===== config.mk =====
export PLATFORM = sky130hd
export DESIGN_NAME = csv_field_splitter_unit_flat
export DESIGN_NICKNAME = d
export VERILOG_FILES = /design/src/sv/csvfs_pkg.sv /design/src/sv/csvfs_ifs.sv /design/src/sv/csv_field_splitter_unit.sv /design/src/sv/csvfs_ram.sv /design/src/sv/csvfs_dp.sv /design/src/sv/csvfs_ctrl.sv /design/src/flat_wrapper.sv
export VERILOG_INCLUDE_DIRS = /design/src /design/src/sv
export SDC_FILE = /design/constraint.sdc
export NUM_CORES = 1
export LEC_CHECK = 0
export BUFFER_PORTS_ARGS = -buffer_cell sky130_fd_sc_hd__buf_2
export CAP_MARGIN = 20
export CORE_MARGIN = 5
export CORE_UTILIZATION = 55
export DETAILED_ROUTE_END_ITERATION = 8
export GPL_TIMING_DRIVEN = 0
export PLACE_DENSITY = 0.73
export SETUP_SLACK_MARGIN = 0.02
export SLEW_MARGIN = 20
export SYNTH_ARGS = -nofsm -noshare
export SYNTH_HDL_FRONTEND = slang
export SYNTH_SLANG_ARGS = --single-unit

===== constraint.sdc =====
create_clock -name clk -period 3.6 [get_ports clk]
set_input_delay 0.54 -clock clk [delete_from_list [all_inputs] [get_ports clk]]
set_output_delay 0.54 -clock clk [all_outputs]
set_load 0.02 [all_outputs]

===== src/sv/csv_field_splitter_unit_macros.svh =====
// Assertion macros used by the top level of the CSV field splitter RTL.
`ifndef CSV_FIELD_SPLITTER_UNIT_MACROS_SVH
`define CSV_FIELD_SPLITTER_UNIT_MACROS_SVH
`ifndef SYNTH
// Same-cycle implication, checked out of reset.
`define CSVFS_ASSERT_IMP(lbl, ante, cons) \
    lbl: assert property (@(posedge clk) disable iff (!rst_n) (ante) |-> (cons)) \
        else $error("csvfs: same-cycle check failed");
// Next-cycle implication, checked out of reset.
`define CSVFS_ASSERT_NXT(lbl, ante, cons) \
    lbl: assert property (@(posedge clk) disable iff (!rst_n) (ante) |=> (cons)) \
        else $error("csvfs: next-cycle check failed");
`else
`define CSVFS_ASSERT_IMP(lbl, ante, cons)
`define CSVFS_ASSERT_NXT(lbl, ante, cons)
`endif
`endif


===== src/sv/csvfs_pkg.sv =====
// Package with widths, character codes, result kinds and control types of the CSV splitter.
`timescale 1ns / 1ps
`default_nettype none
package csvfs_pkg;

    localparam int unsigned FIELD_CAPACITY_DEF = 32;

    localparam int unsigned BYTE_W = 8;
    localparam int unsigned KIND_W = 3;
    localparam int unsigned LEN_W  = 6;
    localparam int unsigned ROW_W  = 16;
    localparam int unsigned LINE_W = 16;
    localparam int unsigned COL_W  = 10;

    localparam logic [BYTE_W-1:0] SEP_RESET = 8'd44;
    localparam logic [BYTE_W-1:0] CH_QUOTE  = 8'h22;
    localparam logic [BYTE_W-1:0] CH_BSLASH = 8'h5C;
    localparam logic [BYTE_W-1:0] CH_HASH   = 8'h23;
    localparam logic [BYTE_W-1:0] CH_NL     = 8'h0A;
    localparam logic [BYTE_W-1:0] CH_SPACE  = 8'h20;
    localparam logic [BYTE_W-1:0] CH_TAB    = 8'h09;

    localparam logic [ROW_W-1:0]  ROW_MAX  = 16'hFFFF;
    localparam logic [LINE_W-1:0] LINE_MAX = 16'hFFFF;
    localparam logic [COL_W-1:0]  COL_MAX  = 10'd1023;
    localparam logic [ROW_W-1:0]  ROW_ONE  = 16'd1;
    localparam logic [LINE_W-1:0] LINE_ONE = 16'd1;
    localparam logic [COL_W-1:0]  COL_ONE  = 10'd1;

    typedef logic [KIND_W-1:0] csvfs_kind_t;

    localparam csvfs_kind_t KIND_BYTE     = 3'd0;
    localparam csvfs_kind_t KIND_EMPTY    = 3'd1;
    localparam csvfs_kind_t KIND_OVERFLOW = 3'd2;
    localparam csvfs_kind_t KIND_END_OK   = 3'd3;
    localparam csvfs_kind_t KIND_END_BAD  = 3'd4;

    typedef logic [1:0] csvfs_act_t;

    localparam csvfs_act_t ACT_NONE   = 2'd0;
    localparam csvfs_act_t ACT_SINGLE = 2'd1;
    localparam csvfs_act_t ACT_DRAIN  = 2'd2;

    // Commands from the controller to the datapath.
    typedef struct packed {
        logic take;
        logic emit_byte;
    } csvfs_cmd_t;

    // Status from the datapath to the controller.
    typedef struct packed {
        csvfs_act_t act;
        logic       drain_last;
    } csvfs_stat_t;

endpackage
`default_nettype wire


===== src/sv/csvfs_ifs.sv =====
// Channel interfaces of the CSV splitter: text input, result output and configuration.
`timescale 1ns / 1ps
`default_nettype none
interface csvfs_text_if;
    import csvfs_pkg::*;
    logic              valid;
    logic              ready;
    logic [BYTE_W-1:0] in_byte;
    logic              end_of_input;
    modport source (output valid, output in_byte, output end_of_input, input ready);
    modport sink (input valid, input in_byte, input end_of_input, output ready);
endinterface

interface csvfs_result_if;
    import csvfs_pkg::*;
    logic              valid;
    logic              ready;
    logic [KIND_W-1:0] kind;
    logic [BYTE_W-1:0] field_byte;
    logic [LEN_W-1:0]  field_length;
    logic [ROW_W-1:0]  row_number;
    logic [LINE_W-1:0] line_number;
    logic [COL_W-1:0]  column_number;
    logic              last;
    modport source (output valid, output kind, output field_byte, output field_length,
                    output row_number, output line_number, output column_number,
                    output last, input ready);
    modport sink (input valid, input kind, input field_byte, input field_length,
                  input row_number, input line_number, input column_number,
                  input last, output ready);
endinterface

interface csvfs_cfg_if;
    import csvfs_pkg::*;
    logic              valid;
    logic              ready;
    logic [BYTE_W-1:0] field_separator;
    modport source (output valid, output field_separator, input ready);
    modport sink (input valid, input field_separator, output ready);
endinterface
`default_nettype wire


===== src/sv/csv_field_splitter_unit.sv =====
// Top level of the CSV field splitter: controller, datapath and assertions.
//
// Usage:
//   text   - request channel carrying one byte of CSV text (in_byte) or an
//            end marker (end_of_input). A byte that is kept, dropped or that
//            gives a single result (empty field, overflow) is done in the idle state.
//   result - one request per result item; the last result caused by an
//            input request has last set.
//   cfg    - writes the field separator; always ready, write it only while
//            the block is idle.
// A single result is registered and appears in the cycle after its input
// request is accepted. A finished field is read out of the field buffer RAM
// byte by byte: a read state gives the address and the RAM registers the
// data, then an emit state loads it into the result register, waiting while
// the receiver stalls; no new text is taken during that drain.
// Reset clears the parse state and counters (row, line and column to one),
// sets the separator to comma and leaves the field buffer contents as they
// were. When the receiver stalls, the result register holds its request
// and no text is taken until that request has been accepted.
`timescale 1ns / 1ps
`default_nettype none
`include "csv_field_splitter_unit_macros.svh"
module csv_field_splitter_unit #(
    parameter int unsigned FIELD_CAPACITY = csvfs_pkg::FIELD_CAPACITY_DEF
) (
    input  logic            clk,
    input  logic            rst_n,
    csvfs_text_if.sink      text,
    csvfs_result_if.source  result,
    csvfs_cfg_if.sink       cfg
);
    import csvfs_pkg::*;

    csvfs_cmd_t  cmd;
    csvfs_stat_t stat;
    logic        end_take;
    logic        drain_take;
    logic        end_result;
    logic        byte_result;

    // The separator register accepts a write in every cycle.
    assign cfg.ready = 1'b1;

    csvfs_ctrl u_ctrl (
        .clk       (clk),
        .rst_n     (rst_n),
        .in_valid  (text.valid),
        .in_ready  (text.ready),
        .out_valid (result.valid),
        .out_ready (result.ready),
        .cmd       (cmd),
        .stat      (stat)
    );

    csvfs_dp #(
        .FIELD_CAPACITY (FIELD_CAPACITY)
    ) u_dp (
        .clk           (clk),
        .rst_n         (rst_n),
        .cmd           (cmd),
        .stat          (stat),
        .in_byte       (text.in_byte),
        .end_of_input  (text.end_of_input),
        .cfg_we        (cfg.valid),
        .cfg_separator (cfg.field_separator),
        .kind          (result.kind),
        .field_byte    (result.field_byte),
        .field_length  (result.field_length),
        .row_number    (result.row_number),
        .line_number   (result.line_number),
        .column_number (result.column_number),
        .last          (result.last)
    );

    // Shorthands for the checks below.
    assign end_take    = cmd.take && text.end_of_input;
    assign drain_take  = cmd.take && (stat.act == ACT_DRAIN);
    assign end_result  = result.valid && result.last &&
                         ((result.kind == KIND_END_OK) || (result.kind == KIND_END_BAD));
    assign byte_result = result.valid && (result.kind == KIND_BYTE);

    // An end marker request produces its status result in the next cycle.
    `CSVFS_ASSERT_NXT(a_end_reports, end_take, end_result)

    // Starting a drain closes the text channel in the following cycle.
    `CSVFS_ASSERT_NXT(a_drain_blocks_text, drain_take, !text.ready)

    // No text is taken while a field byte is being emitted.
    `CSVFS_ASSERT_IMP(a_emit_excludes_take, cmd.emit_byte, !cmd.take)

    // A field byte always belongs to a field with at least one byte.
    `CSVFS_ASSERT_IMP(a_byte_has_length, byte_result, result.field_length != '0)

endmodule
`default_nettype wire


===== src/sv/csvfs_ram.sv =====
// Generic single-write, single-read RAM with registered read data.
`timescale 1ns / 1ps
`default_nettype none
module csvfs_ram #(
    parameter int unsigned WIDTH = 8,
    parameter int unsigned DEPTH = 32
) (
    input  logic                                       clk,
    input  logic                                       we,
    input  logic [((DEPTH > 1) ? $clog2(DEPTH) : 1)-1:0] waddr,
    input  logic [WIDTH-1:0]                           wdata,
    input  logic [((DEPTH > 1) ? $clog2(DEPTH) : 1)-1:0] raddr,
    output logic [WIDTH-1:0]                           rdata
);
    logic [WIDTH-1:0] mem [DEPTH];
    logic [WIDTH-1:0] rdata_reg;

    always_ff @(posedge clk)
    begin
        if (we)
        begin
            mem[waddr] <= wdata;
        end
        rdata_reg <= mem[raddr];
    end

    assign rdata = rdata_reg;
endmodule
`default_nettype wire


===== src/sv/csvfs_dp.sv =====
// Datapath of the CSV splitter: parse state, counters, field buffer and result register.
`timescale 1ns / 1ps
`default_nettype none
module csvfs_dp #(
    parameter int unsigned FIELD_CAPACITY = csvfs_pkg::FIELD_CAPACITY_DEF
) (
    input  logic                            clk,
    input  logic                            rst_n,
    input  csvfs_pkg::csvfs_cmd_t           cmd,
    output csvfs_pkg::csvfs_stat_t          stat,
    input  logic [csvfs_pkg::BYTE_W-1:0]    in_byte,
    input  logic                            end_of_input,
    input  logic                            cfg_we,
    input  logic [csvfs_pkg::BYTE_W-1:0]    cfg_separator,
    output logic [csvfs_pkg::KIND_W-1:0]    kind,
    output logic [csvfs_pkg::BYTE_W-1:0]    field_byte,
    output logic [csvfs_pkg::LEN_W-1:0]     field_length,
    output logic [csvfs_pkg::ROW_W-1:0]     row_number,
    output logic [csvfs_pkg::LINE_W-1:0]    line_number,
    output logic [csvfs_pkg::COL_W-1:0]     column_number,
    output logic                            last
);
    import csvfs_pkg::*;

    localparam int unsigned ADDR_W = (FIELD_CAPACITY > 1) ? $clog2(FIELD_CAPACITY) : 1;
    localparam logic [LEN_W-1:0] CAP = LEN_W'(FIELD_CAPACITY);

    localparam logic [2:0] ST_START   = 3'd0;
    localparam logic [2:0] ST_INSTR   = 3'd1;
    localparam logic [2:0] ST_ESC     = 3'd2;
    localparam logic [2:0] ST_MAYBEDQ = 3'd3;
    localparam logic [2:0] ST_DQ      = 3'd4;
    localparam logic [2:0] ST_COMMENT = 3'd5;

    logic [BYTE_W-1:0] sep_reg;
    logic [2:0]        pstate_reg, pstate_next;
    logic [LEN_W-1:0]  fill_reg, fill_next;
    logic [ROW_W-1:0]  row_reg, row_next;
    logic [LINE_W-1:0] line_reg, line_next;
    logic [COL_W-1:0]  col_reg, col_next;
    logic              halted_reg, halted_next;
    logic              nl_pend_reg, nl_pend_next;
    logic [LEN_W-1:0]  idx_reg, idx_next;

    logic [KIND_W-1:0] kind_reg;
    logic [BYTE_W-1:0] byte_reg;
    logic [LEN_W-1:0]  len_reg;
    logic [ROW_W-1:0]  row_out_reg;
    logic [LINE_W-1:0] line_out_reg;
    logic [COL_W-1:0]  col_out_reg;
    logic              last_reg;

    logic [2:0]        dec_state;
    logic              want_collect;
    logic              want_end;
    logic              end_nl;
    logic              comment_nl;
    logic              full;
    logic              ram_we;
    logic [BYTE_W-1:0] ram_rdata;
    csvfs_kind_t       single_kind;
    logic [LEN_W-1:0]  single_len;
    logic [ROW_W-1:0]  row_inc;
    logic [LINE_W-1:0] line_inc;
    logic [COL_W-1:0]  col_inc;
    csvfs_act_t        act_sel;
    logic              drain_last;

    // Byte classification per parse state; earlier rules take precedence.
    always_comb
    begin
        dec_state    = pstate_reg;
        want_collect = 1'b0;
        want_end     = 1'b0;
        end_nl       = 1'b0;
        comment_nl   = 1'b0;
        unique case (pstate_reg)
            ST_INSTR:
            begin
                if (in_byte == CH_BSLASH)
                begin
                    dec_state = ST_ESC;
                end
                else if (in_byte == CH_QUOTE)
                begin
                    dec_state = ST_MAYBEDQ;
                end
                else
                begin
                    want_collect = 1'b1;
                end
            end
            ST_ESC:
            begin
                want_collect = 1'b1;
                dec_state    = ST_INSTR;
            end
            ST_MAYBEDQ:
            begin
                if (in_byte == CH_QUOTE)
                begin
                    want_collect = 1'b1;
                    dec_state    = ST_DQ;
                end
                else if (in_byte == CH_NL)
                begin
                    want_end  = 1'b1;
                    end_nl    = 1'b1;
                    dec_state = ST_START;
                end
                else if (in_byte == sep_reg)
                begin
                    want_end  = 1'b1;
                    dec_state = ST_START;
                end
                else
                begin
                    dec_state = ST_INSTR;
                end
            end
            ST_DQ:
            begin
                if (in_byte == CH_QUOTE)
                begin
                    dec_state = ST_START;
                end
                else
                begin
                    want_collect = 1'b1;
                    dec_state    = ST_INSTR;
                end
            end
            ST_COMMENT:
            begin
                if (in_byte == CH_NL)
                begin
                    comment_nl = 1'b1;
                    dec_state  = ST_START;
                end
            end
            default:
            begin
                dec_state = ST_START;
                if (in_byte == CH_QUOTE)
                begin
                    dec_state = ST_INSTR;
                end
                else if ((in_byte == CH_SPACE) || (in_byte == CH_TAB))
                begin
                    dec_state = ST_START;
                end
                else if (in_byte == CH_HASH)
                begin
                    dec_state = ST_COMMENT;
                end
                else if (in_byte == CH_NL)
                begin
                    want_end = 1'b1;
                    end_nl   = 1'b1;
                end
                else if (in_byte == sep_reg)
                begin
                    want_end = 1'b1;
                end
                else
                begin
                    want_collect = 1'b1;
                end
            end
        endcase
    end

    assign full     = (fill_reg >= CAP);
    assign row_inc  = (row_reg < ROW_MAX) ? row_reg + 1'b1 : row_reg;
    assign line_inc = (line_reg < LINE_MAX) ? line_reg + 1'b1 : line_reg;
    assign col_inc  = (col_reg < COL_MAX) ? col_reg + 1'b1 : col_reg;

    // What the current input item produces.
    always_comb
    begin
        act_sel = ACT_NONE;
        if (end_of_input)
        begin
            act_sel = ACT_SINGLE;
        end
        else if (halted_reg)
        begin
            act_sel = ACT_NONE;
        end
        else if (want_collect)
        begin
            act_sel = full ? ACT_SINGLE : ACT_NONE;
        end
        else if (want_end)
        begin
            if (fill_reg != '0)
            begin
                act_sel = ACT_DRAIN;
            end
            else if (!end_nl)
            begin
                act_sel = ACT_SINGLE;
            end
        end
    end

    assign drain_last = (LEN_W'(idx_reg + 1'b1) == fill_reg);

    assign stat.act        = act_sel;
    assign stat.drain_last = drain_last;

    always_comb
    begin
        if (end_of_input)
        begin
            single_kind = (halted_reg || (pstate_reg != ST_START)) ? KIND_END_BAD : KIND_END_OK;
            single_len  = '0;
        end
        else if (want_collect)
        begin
            single_kind = KIND_OVERFLOW;
            single_len  = fill_reg;
        end
        else
        begin
            single_kind = KIND_EMPTY;
            single_len  = '0;
        end
    end

    // State updates for an accepted item and for each drained byte.
    always_comb
    begin
        pstate_next  = pstate_reg;
        fill_next    = fill_reg;
        row_next     = row_reg;
        line_next    = line_reg;
        col_next     = col_reg;
        halted_next  = halted_reg;
        nl_pend_next = nl_pend_reg;
        idx_next     = idx_reg;
        if (cmd.take)
        begin
            if (end_of_input)
            begin
                pstate_next  = ST_START;
                fill_next    = '0;
                row_next     = ROW_ONE;
                line_next    = LINE_ONE;
                col_next     = COL_ONE;
                halted_next  = 1'b0;
                nl_pend_next = 1'b0;
            end
            else if (!halted_reg)
            begin
                if (want_collect && full)
                begin
                    halted_next = 1'b1;
                end
                else
                begin
                    pstate_next = dec_state;
                    if (want_collect)
                    begin
                        fill_next = fill_reg + 1'b1;
                        if ((in_byte == CH_NL) && (pstate_reg == ST_INSTR))
                        begin
                            line_next = line_inc;
                        end
                    end
                    if (want_end)
                    begin
                        if (fill_reg == '0)
                        begin
                            if (!end_nl)
                            begin
                                col_next = col_inc;
                            end
                        end
                        else
                        begin
                            nl_pend_next = end_nl;
                            idx_next     = '0;
                        end
                    end
                    if (comment_nl)
                    begin
                        line_next = line_inc;
                        col_next  = COL_ONE;
                        fill_next = '0;
                    end
                end
            end
        end
        else if (cmd.emit_byte)
        begin
            idx_next = idx_reg + 1'b1;
            if (drain_last)
            begin
                fill_next = '0;
                if (nl_pend_reg)
                begin
                    col_next  = COL_ONE;
                    line_next = line_inc;
                    row_next  = row_inc;
                end
                else
                begin
                    col_next = col_inc;
                end
            end
        end
    end

    always_ff @(posedge clk or negedge rst_n)
    begin
        if (!rst_n)
        begin
            sep_reg     <= SEP_RESET;
            pstate_reg  <= ST_START;
            fill_reg    <= '0;
            row_reg     <= ROW_ONE;
            line_reg    <= LINE_ONE;
            col_reg     <= COL_ONE;
            halted_reg  <= 1'b0;
            nl_pend_reg <= 1'b0;
            idx_reg     <= '0;
        end
        else
        begin
            if (cfg_we)
            begin
                sep_reg <= cfg_separator;
            end
            pstate_reg  <= pstate_next;
            fill_reg    <= fill_next;
            row_reg     <= row_next;
            line_reg    <= line_next;
            col_reg     <= col_next;
            halted_reg  <= halted_next;
            nl_pend_reg <= nl_pend_next;
            idx_reg     <= idx_next;
        end
    end

    // Result register; counters are captured before this item moves them.
    always_ff @(posedge clk)
    begin
        if (cmd.take && (act_sel == ACT_SINGLE))
        begin
            kind_reg     <= single_kind;
            byte_reg     <= '0;
            len_reg      <= single_len;
            row_out_reg  <= row_reg;
            line_out_reg <= line_reg;
            col_out_reg  <= col_reg;
            last_reg     <= 1'b1;
        end
        else if (cmd.emit_byte)
        begin
            kind_reg     <= KIND_BYTE;
            byte_reg     <= ram_rdata;
            len_reg      <= fill_reg;
            row_out_reg  <= row_reg;
            line_out_reg <= line_reg;
            col_out_reg  <= col_reg;
            last_reg     <= drain_last;
        end
    end

    assign ram_we = cmd.take && !end_of_input && !halted_reg && want_collect && !full;

    csvfs_ram #(
        .WIDTH (BYTE_W),
        .DEPTH (FIELD_CAPACITY)
    ) u_field_ram (
        .clk   (clk),
        .we    (ram_we),
        .waddr (fill_reg[ADDR_W-1:0]),
        .wdata (in_byte),
        .raddr (idx_reg[ADDR_W-1:0]),
        .rdata (ram_rdata)
    );

    assign kind          = kind_reg;
    assign field_byte    = byte_reg;
    assign field_length  = len_reg;
    assign row_number    = row_out_reg;
    assign line_number   = line_out_reg;
    assign column_number = col_out_reg;
    assign last          = last_reg;
endmodule
`default_nettype wire


===== src/sv/csvfs_ctrl.sv =====
// Controller of the CSV splitter: input handshake, field drain sequence and result valid.
`timescale 1ns / 1ps
`default_nettype none
module csvfs_ctrl (
    input  logic                    clk,
    input  logic                    rst_n,
    input  logic                    in_valid,
    output logic                    in_ready,
    output logic                    out_valid,
    input  logic                    out_ready,
    output csvfs_pkg::csvfs_cmd_t   cmd,
    input  csvfs_pkg::csvfs_stat_t  stat
);
    import csvfs_pkg::*;

    localparam logic [1:0] S_IDLE = 2'd0;
    localparam logic [1:0] S_READ = 2'd1;
    localparam logic [1:0] S_EMIT = 2'd2;

    logic [1:0] state_reg, state_next;
    logic       out_valid_reg, out_valid_next;
    logic       out_free;

    assign out_free      = !out_valid_reg || out_ready;
    assign in_ready      = (state_reg == S_IDLE) && out_free;
    assign cmd.take      = in_ready && in_valid;
    assign cmd.emit_byte = (state_reg == S_EMIT) && out_free;

    always_comb
    begin
        state_next = state_reg;
        unique case (state_reg)
            S_IDLE:
            begin
                if (cmd.take && (stat.act == ACT_DRAIN))
                begin
                    state_next = S_READ;
                end
            end
            S_READ:
            begin
                state_next = S_EMIT;
            end
            S_EMIT:
            begin
                if (cmd.emit_byte)
                begin
                    state_next = stat.drain_last ? S_IDLE : S_READ;
                end
            end
            default:
            begin
                state_next = S_IDLE;
            end
        endcase
    end

    always_comb
    begin
        out_valid_next = out_valid_reg;
        if ((cmd.take && (stat.act == ACT_SINGLE)) || cmd.emit_byte)
        begin
            out_valid_next = 1'b1;
        end
        else if (out_ready)
        begin
            out_valid_next = 1'b0;
        end
    end

    always_ff @(posedge clk or negedge rst_n)
    begin
        if (!rst_n)
        begin
            state_reg     <= S_IDLE;
            out_valid_reg <= 1'b0;
        end
        else
        begin
            state_reg     <= state_next;
            out_valid_reg <= out_valid_next;
        end
    end

    assign out_valid = out_valid_reg;
endmodule
`default_nettype wire


===== src/flat_wrapper.sv =====
// flat-port wrapper written by rule: the top's interface ports become plain ports
module csv_field_splitter_unit_flat import csvfs_pkg::*;
#(
    parameter int unsigned FIELD_CAPACITY = csvfs_pkg::FIELD_CAPACITY_DEF
)
  (clk, rst_n, text_valid, text_in_byte, text_end_of_input, text_ready, result_valid, result_kind, result_field_byte, result_field_length, result_row_number, result_line_number, result_column_number, result_last, result_ready, cfg_valid, cfg_field_separator, cfg_ready);
  csvfs_text_if text_i ();
  csvfs_result_if result_i ();
  csvfs_cfg_if cfg_i ();
  input  logic clk;
  input  logic rst_n;
  input wire logic [$bits(text_i.valid)-1:0] text_valid;
  input wire logic [$bits(text_i.in_byte)-1:0] text_in_byte;
  input wire logic [$bits(text_i.end_of_input)-1:0] text_end_of_input;
  output wire logic [$bits(text_i.ready)-1:0] text_ready;
  output wire logic [$bits(result_i.valid)-1:0] result_valid;
  output wire logic [$bits(result_i.kind)-1:0] result_kind;
  output wire logic [$bits(result_i.field_byte)-1:0] result_field_byte;
  output wire logic [$bits(result_i.field_length)-1:0] result_field_length;
  output wire logic [$bits(result_i.row_number)-1:0] result_row_number;
  output wire logic [$bits(result_i.line_number)-1:0] result_line_number;
  output wire logic [$bits(result_i.column_number)-1:0] result_column_number;
  output wire logic [$bits(result_i.last)-1:0] result_last;
  input wire logic [$bits(result_i.ready)-1:0] result_ready;
  input wire logic [$bits(cfg_i.valid)-1:0] cfg_valid;
  input wire logic [$bits(cfg_i.field_separator)-1:0] cfg_field_separator;
  output wire logic [$bits(cfg_i.ready)-1:0] cfg_ready;
  assign text_i.valid = text_valid;
  assign text_i.in_byte = text_in_byte;
  assign text_i.end_of_input = text_end_of_input;
  assign text_ready = text_i.ready;
  assign result_valid = result_i.valid;
  assign result_kind = result_i.kind;
  assign result_field_byte = result_i.field_byte;
  assign result_field_length = result_i.field_length;
  assign result_row_number = result_i.row_number;
  assign result_line_number = result_i.line_number;
  assign result_column_number = result_i.column_number;
  assign result_last = result_i.last;
  assign result_i.ready = result_ready;
  assign cfg_i.valid = cfg_valid;
  assign cfg_i.field_separator = cfg_field_separator;
  assign cfg_ready = cfg_i.ready;
  csv_field_splitter_unit #(.FIELD_CAPACITY(FIELD_CAPACITY)) u_core (.clk(clk), .rst_n(rst_n), .text(text_i), .result(result_i), .cfg(cfg_i));
endmodule

==> results by group <==
Worst setup path
  • Worst Path Arrival: 3580 ps
  • Crit-path most repeated cell: or4b_4
  • Crit-path cells: buf_2 -> or4b_4 -> o22a_1 -> or4b_4 -> nor2b_4 -> a21boi_1 -> o21a_1 -> buf_6 -> or2_4
  • Required time worst endpoint: 3830 ps
  • Startpoint types: input pin
  • CP Class: in -> reg
  • R2r startpoint: u_core.u_dp.idx_reg[0]
  • Max FO, Critical Path: 36
  • CP max-delay cell: buf_2
  • Max incr delay on CP: 570 ps
  • Flop2flop setup slack: 350 ps
  • Worst R2R End: u_core.u_dp.u_field_ram.rdata[6]
  • Setup crit end kind: register
  • R2R depth: 6

Yosys
  • Seq/Total Area, Yosys: 69.8%
  • Most frequent cell after synthesis: edfxtp_1
  • Synth Area per Inst: 16.2 sq um
  • Post-synth cell types: 69
  • Cell Area, Synth: 16200 sq um
  • Top post-synthesis cells by count: 307 x edfxtp_1, 84 x nor2_1, 80 x mux4_2
  • Area share of the largest cell type after synthesis: 56.8%
  • Post-Syn Nets: 1030
  • Dominant cell type by area after synthesis: edfxtp_1
  • Top area cells in the synthesized netlist: edfxtp_1 57%, mux4_2 11%, dfrtp_1 9.9%, dfxtp_1 2.1%, nor2_1 1.9%
  • Async SR Flop Fraction: 17.8%
  • Yosys warns: 0
  • Number of synthesized register bits: 394
  • Post-synth EDFFs: 307
  • Cells after synthesis: 1000
  • Top_reg_cell synth: edfxtp_1

Power
  • VDD IR max: 0.000432 V
  • Combinational Power Share: 11.6%
  • Clock power frac: 40.6%
  • Sw power: 2.46 mW
  • Leak: 6.41 nW
  • Reg power frac: 47.8%
  • Pwr Total: 10.7 mW
  • Pwr dens: 569 nW/um^2
  • Internal: 8.27 mW
  • Switching share of power: 22.9%

Floorplanning
  • Number of top-level pins: 85
  • Die area: 33000 sq um
  • Core box area: 28900 sq um
  • Rows: 62
  • Die X: 182 um
  • Initial Util: 56.1%
  • Height of the die: 182 um

Clock network
  • Clock sink total: 394
  • Clock slew seen by the registers of the worst setup and hold paths: 60 ps
  • H-tree depth: 2
  • Skew-Pair Late Insertion Delay: 540 ps
  • Clock buffer depth: 3
  • Root buf cell: clkbuf_16
  • CTS tree: yes
  • Cts bufs inserted: 40

Global routing
  • Initial antenna violation count: 0
  • GRT overflow: 0
  • Pin count of the biggest net entering global routing: 40
  • First-pass GRT wire length: 54800 um
  • Vias in the first global route: 9220
  • Overall Global Routing Usage: 21.5%

Timing
  • Crit path time final: 3350 ps
  • Crit share post-route: 93.1%
  • Final hold violations: 0
  • Slew HR: 34.9%
  • Setup-failing EPs final: 0
  • Measured slew at the worst slew-check pin: 976 ps
  • RSZ-0062 raised after global routing: no
  • Final setup TNS: 0 ps
  • Slew Limit Fails: 0
  • Clock Skews: 21.1 ps
  • F_max: 0.298 GHz

Status
  • Status: complete, no violations

Finish
  • Synthesis-to-layout area growth: 16.3%
  • Largest Register: u_core.u_dp.u_field_ram.mem
  • Fin area: 18900 sq um
  • Diode count: 0
  • Layout Nets: 1160
  • Max reg flops: 256
  • Layout cells sized above 1: 27.2%

Worst hold path
  • WHS Endpoint: u_core.u_dp.sep_reg[0]
  • WHS Path Cells: 2
  • Hold Startpoint: cfg_field_separator[0]
  • Hold crit path type: in -> reg

Detailed routing
  • Routed WL per cell: 22.9 um
  • Vias/cell: 6.09
  • 1st-pass router iterations: 5
  • Initial DRC count: 1100
  • Remaining DRCs: 0
  • Via count: 9396
  • Antenna viol nets, final: 0
  • DRT Wirelength: 35300 um

Placement
  • Placer Congestion: 0.901
  • HPWL after DPL: 22600 um
  • Area after DPL: 17100 sq um
  • Port bufs: 82

Job
  • Max-cap viol count: 0
## through the flow
| step | utilization (%) | hold slack [ps] | std cells | setup slack (ps) |
|---|---|---|---|---|
| floorplan | - | 244 | 1000 | 250 |
| global placement | 59.1 | 420 | 1466 | -853 |
| detailed placement | 59.2 | 424 | 1467 | -1060 |
| CTS | 65.0 | 235 | 1541 | 45.0 |
| global route | 65.2 | 237 | 1544 | 66.6 |
| finish | 65.2 | 253 | 1544 | 249 |
## worst max-delay path by stage
stage	start	endpoint	slack, ps	cells after the start
final	text_in_byte[3]	u_core.u_dp.column_number[3]	250	9
after global routing	text_in_byte[3]	u_core.u_dp.line_number[1]	70	10
after CTS	text_in_byte[7]	u_core.u_dp.u_field_ram.mem[6][2]	50	10
after detailed placement	text_in_byte[1]	u_core.u_dp.u_field_ram.mem[4][1]	-1060	10
after global placement	text_in_byte[1]	u_core.u_dp.u_field_ram.mem[5][7]	-850	10
after floorplan	text_in_byte[6]	u_core.u_dp.column_number[0]	250	9
## critical path, delay by kind of cell
family / cells / cell delay (ps)
and+or+nand+nor: 4 / 1620
AOI/OAI and AO/OA: 3 / 640
buffers and inverters: 2 / 740
## final cells by class
type / instances / area [sq um]
clock buffers: 48 / 1090
repair buffers: 87 / 485
fillers: 1986 / 10100
plain buffers: 46 / 199
multi-input cells: 552 / 4950
clock inverters: 24 / 305
inverters: 9 / 33.8
well taps: 384 / 480
flip-flops and latches: 394 / 11300
## cell families (layout without fill, tap and decap cells)
kind of cell / count (synthesis) / after routing / synth area share (%)
and+or+nand+nor: 291 / 292 / 9.21
DFF: 394 / 394 / 69.8
muxes: 100 / 100 / 12.5
xor gates and xnor gates: 29 / 29 / 1.57
other: 1 / 1 / 0.0231
adders and majority gates: 9 / 9 / 0.679
buffers and inverters: 55 / 214 / 1.41
AOI/OAI and AO/OA: 121 / 121 / 4.85
## power by group through the flow
stage               sequential, mW  clock (mW)  combinational [mW]
floorplan                     5.25           0               0.792
global placement              5.22           0                1.18
detailed placement            5.23           0                1.21
CTS                           5.13        4.43                1.24
global route                  5.15        4.64                1.34
finish                        5.13        4.36                1.24
## layer usage
metal / wire length [um] / global-route usage, % / up-vias
li1: - / - / 4182
met4: 925 / 6.09 / 0
met1: 14500 / 31.2 / 4768
met5: 0 / 0 / -
met3: 2910 / 4.28 / 70
met2: 17000 / 33.7 / 376
## timing repair
action	in CTS	in global routing
buffers inserted	0	3
setup endpoints to repair	307	332
resized for setup	71	11
endpoints found under the hold margin	29	0
hold buffers	1	0
pin swaps	0	1
gates cloned	1	0
## layout by cell type (no fill, tap or decap), types with 30 or more instances in the layout
| cell type | count |
|---|---|
| nor2_1 | 52 |
| clkbuf_1 | 33 |
| nand3_1 | 34 |
| edfxtp_1 | 307 |
| buf_2 | 84 |
| a21oi_1 | 30 |
| dfrtp_1 | 64 |
| clkbuf_16 | 41 |
| nor2_4 | 32 |
| nand2_1 | 60 |
| mux4_2 | 80 |
(Power assumes the default switching activity.)
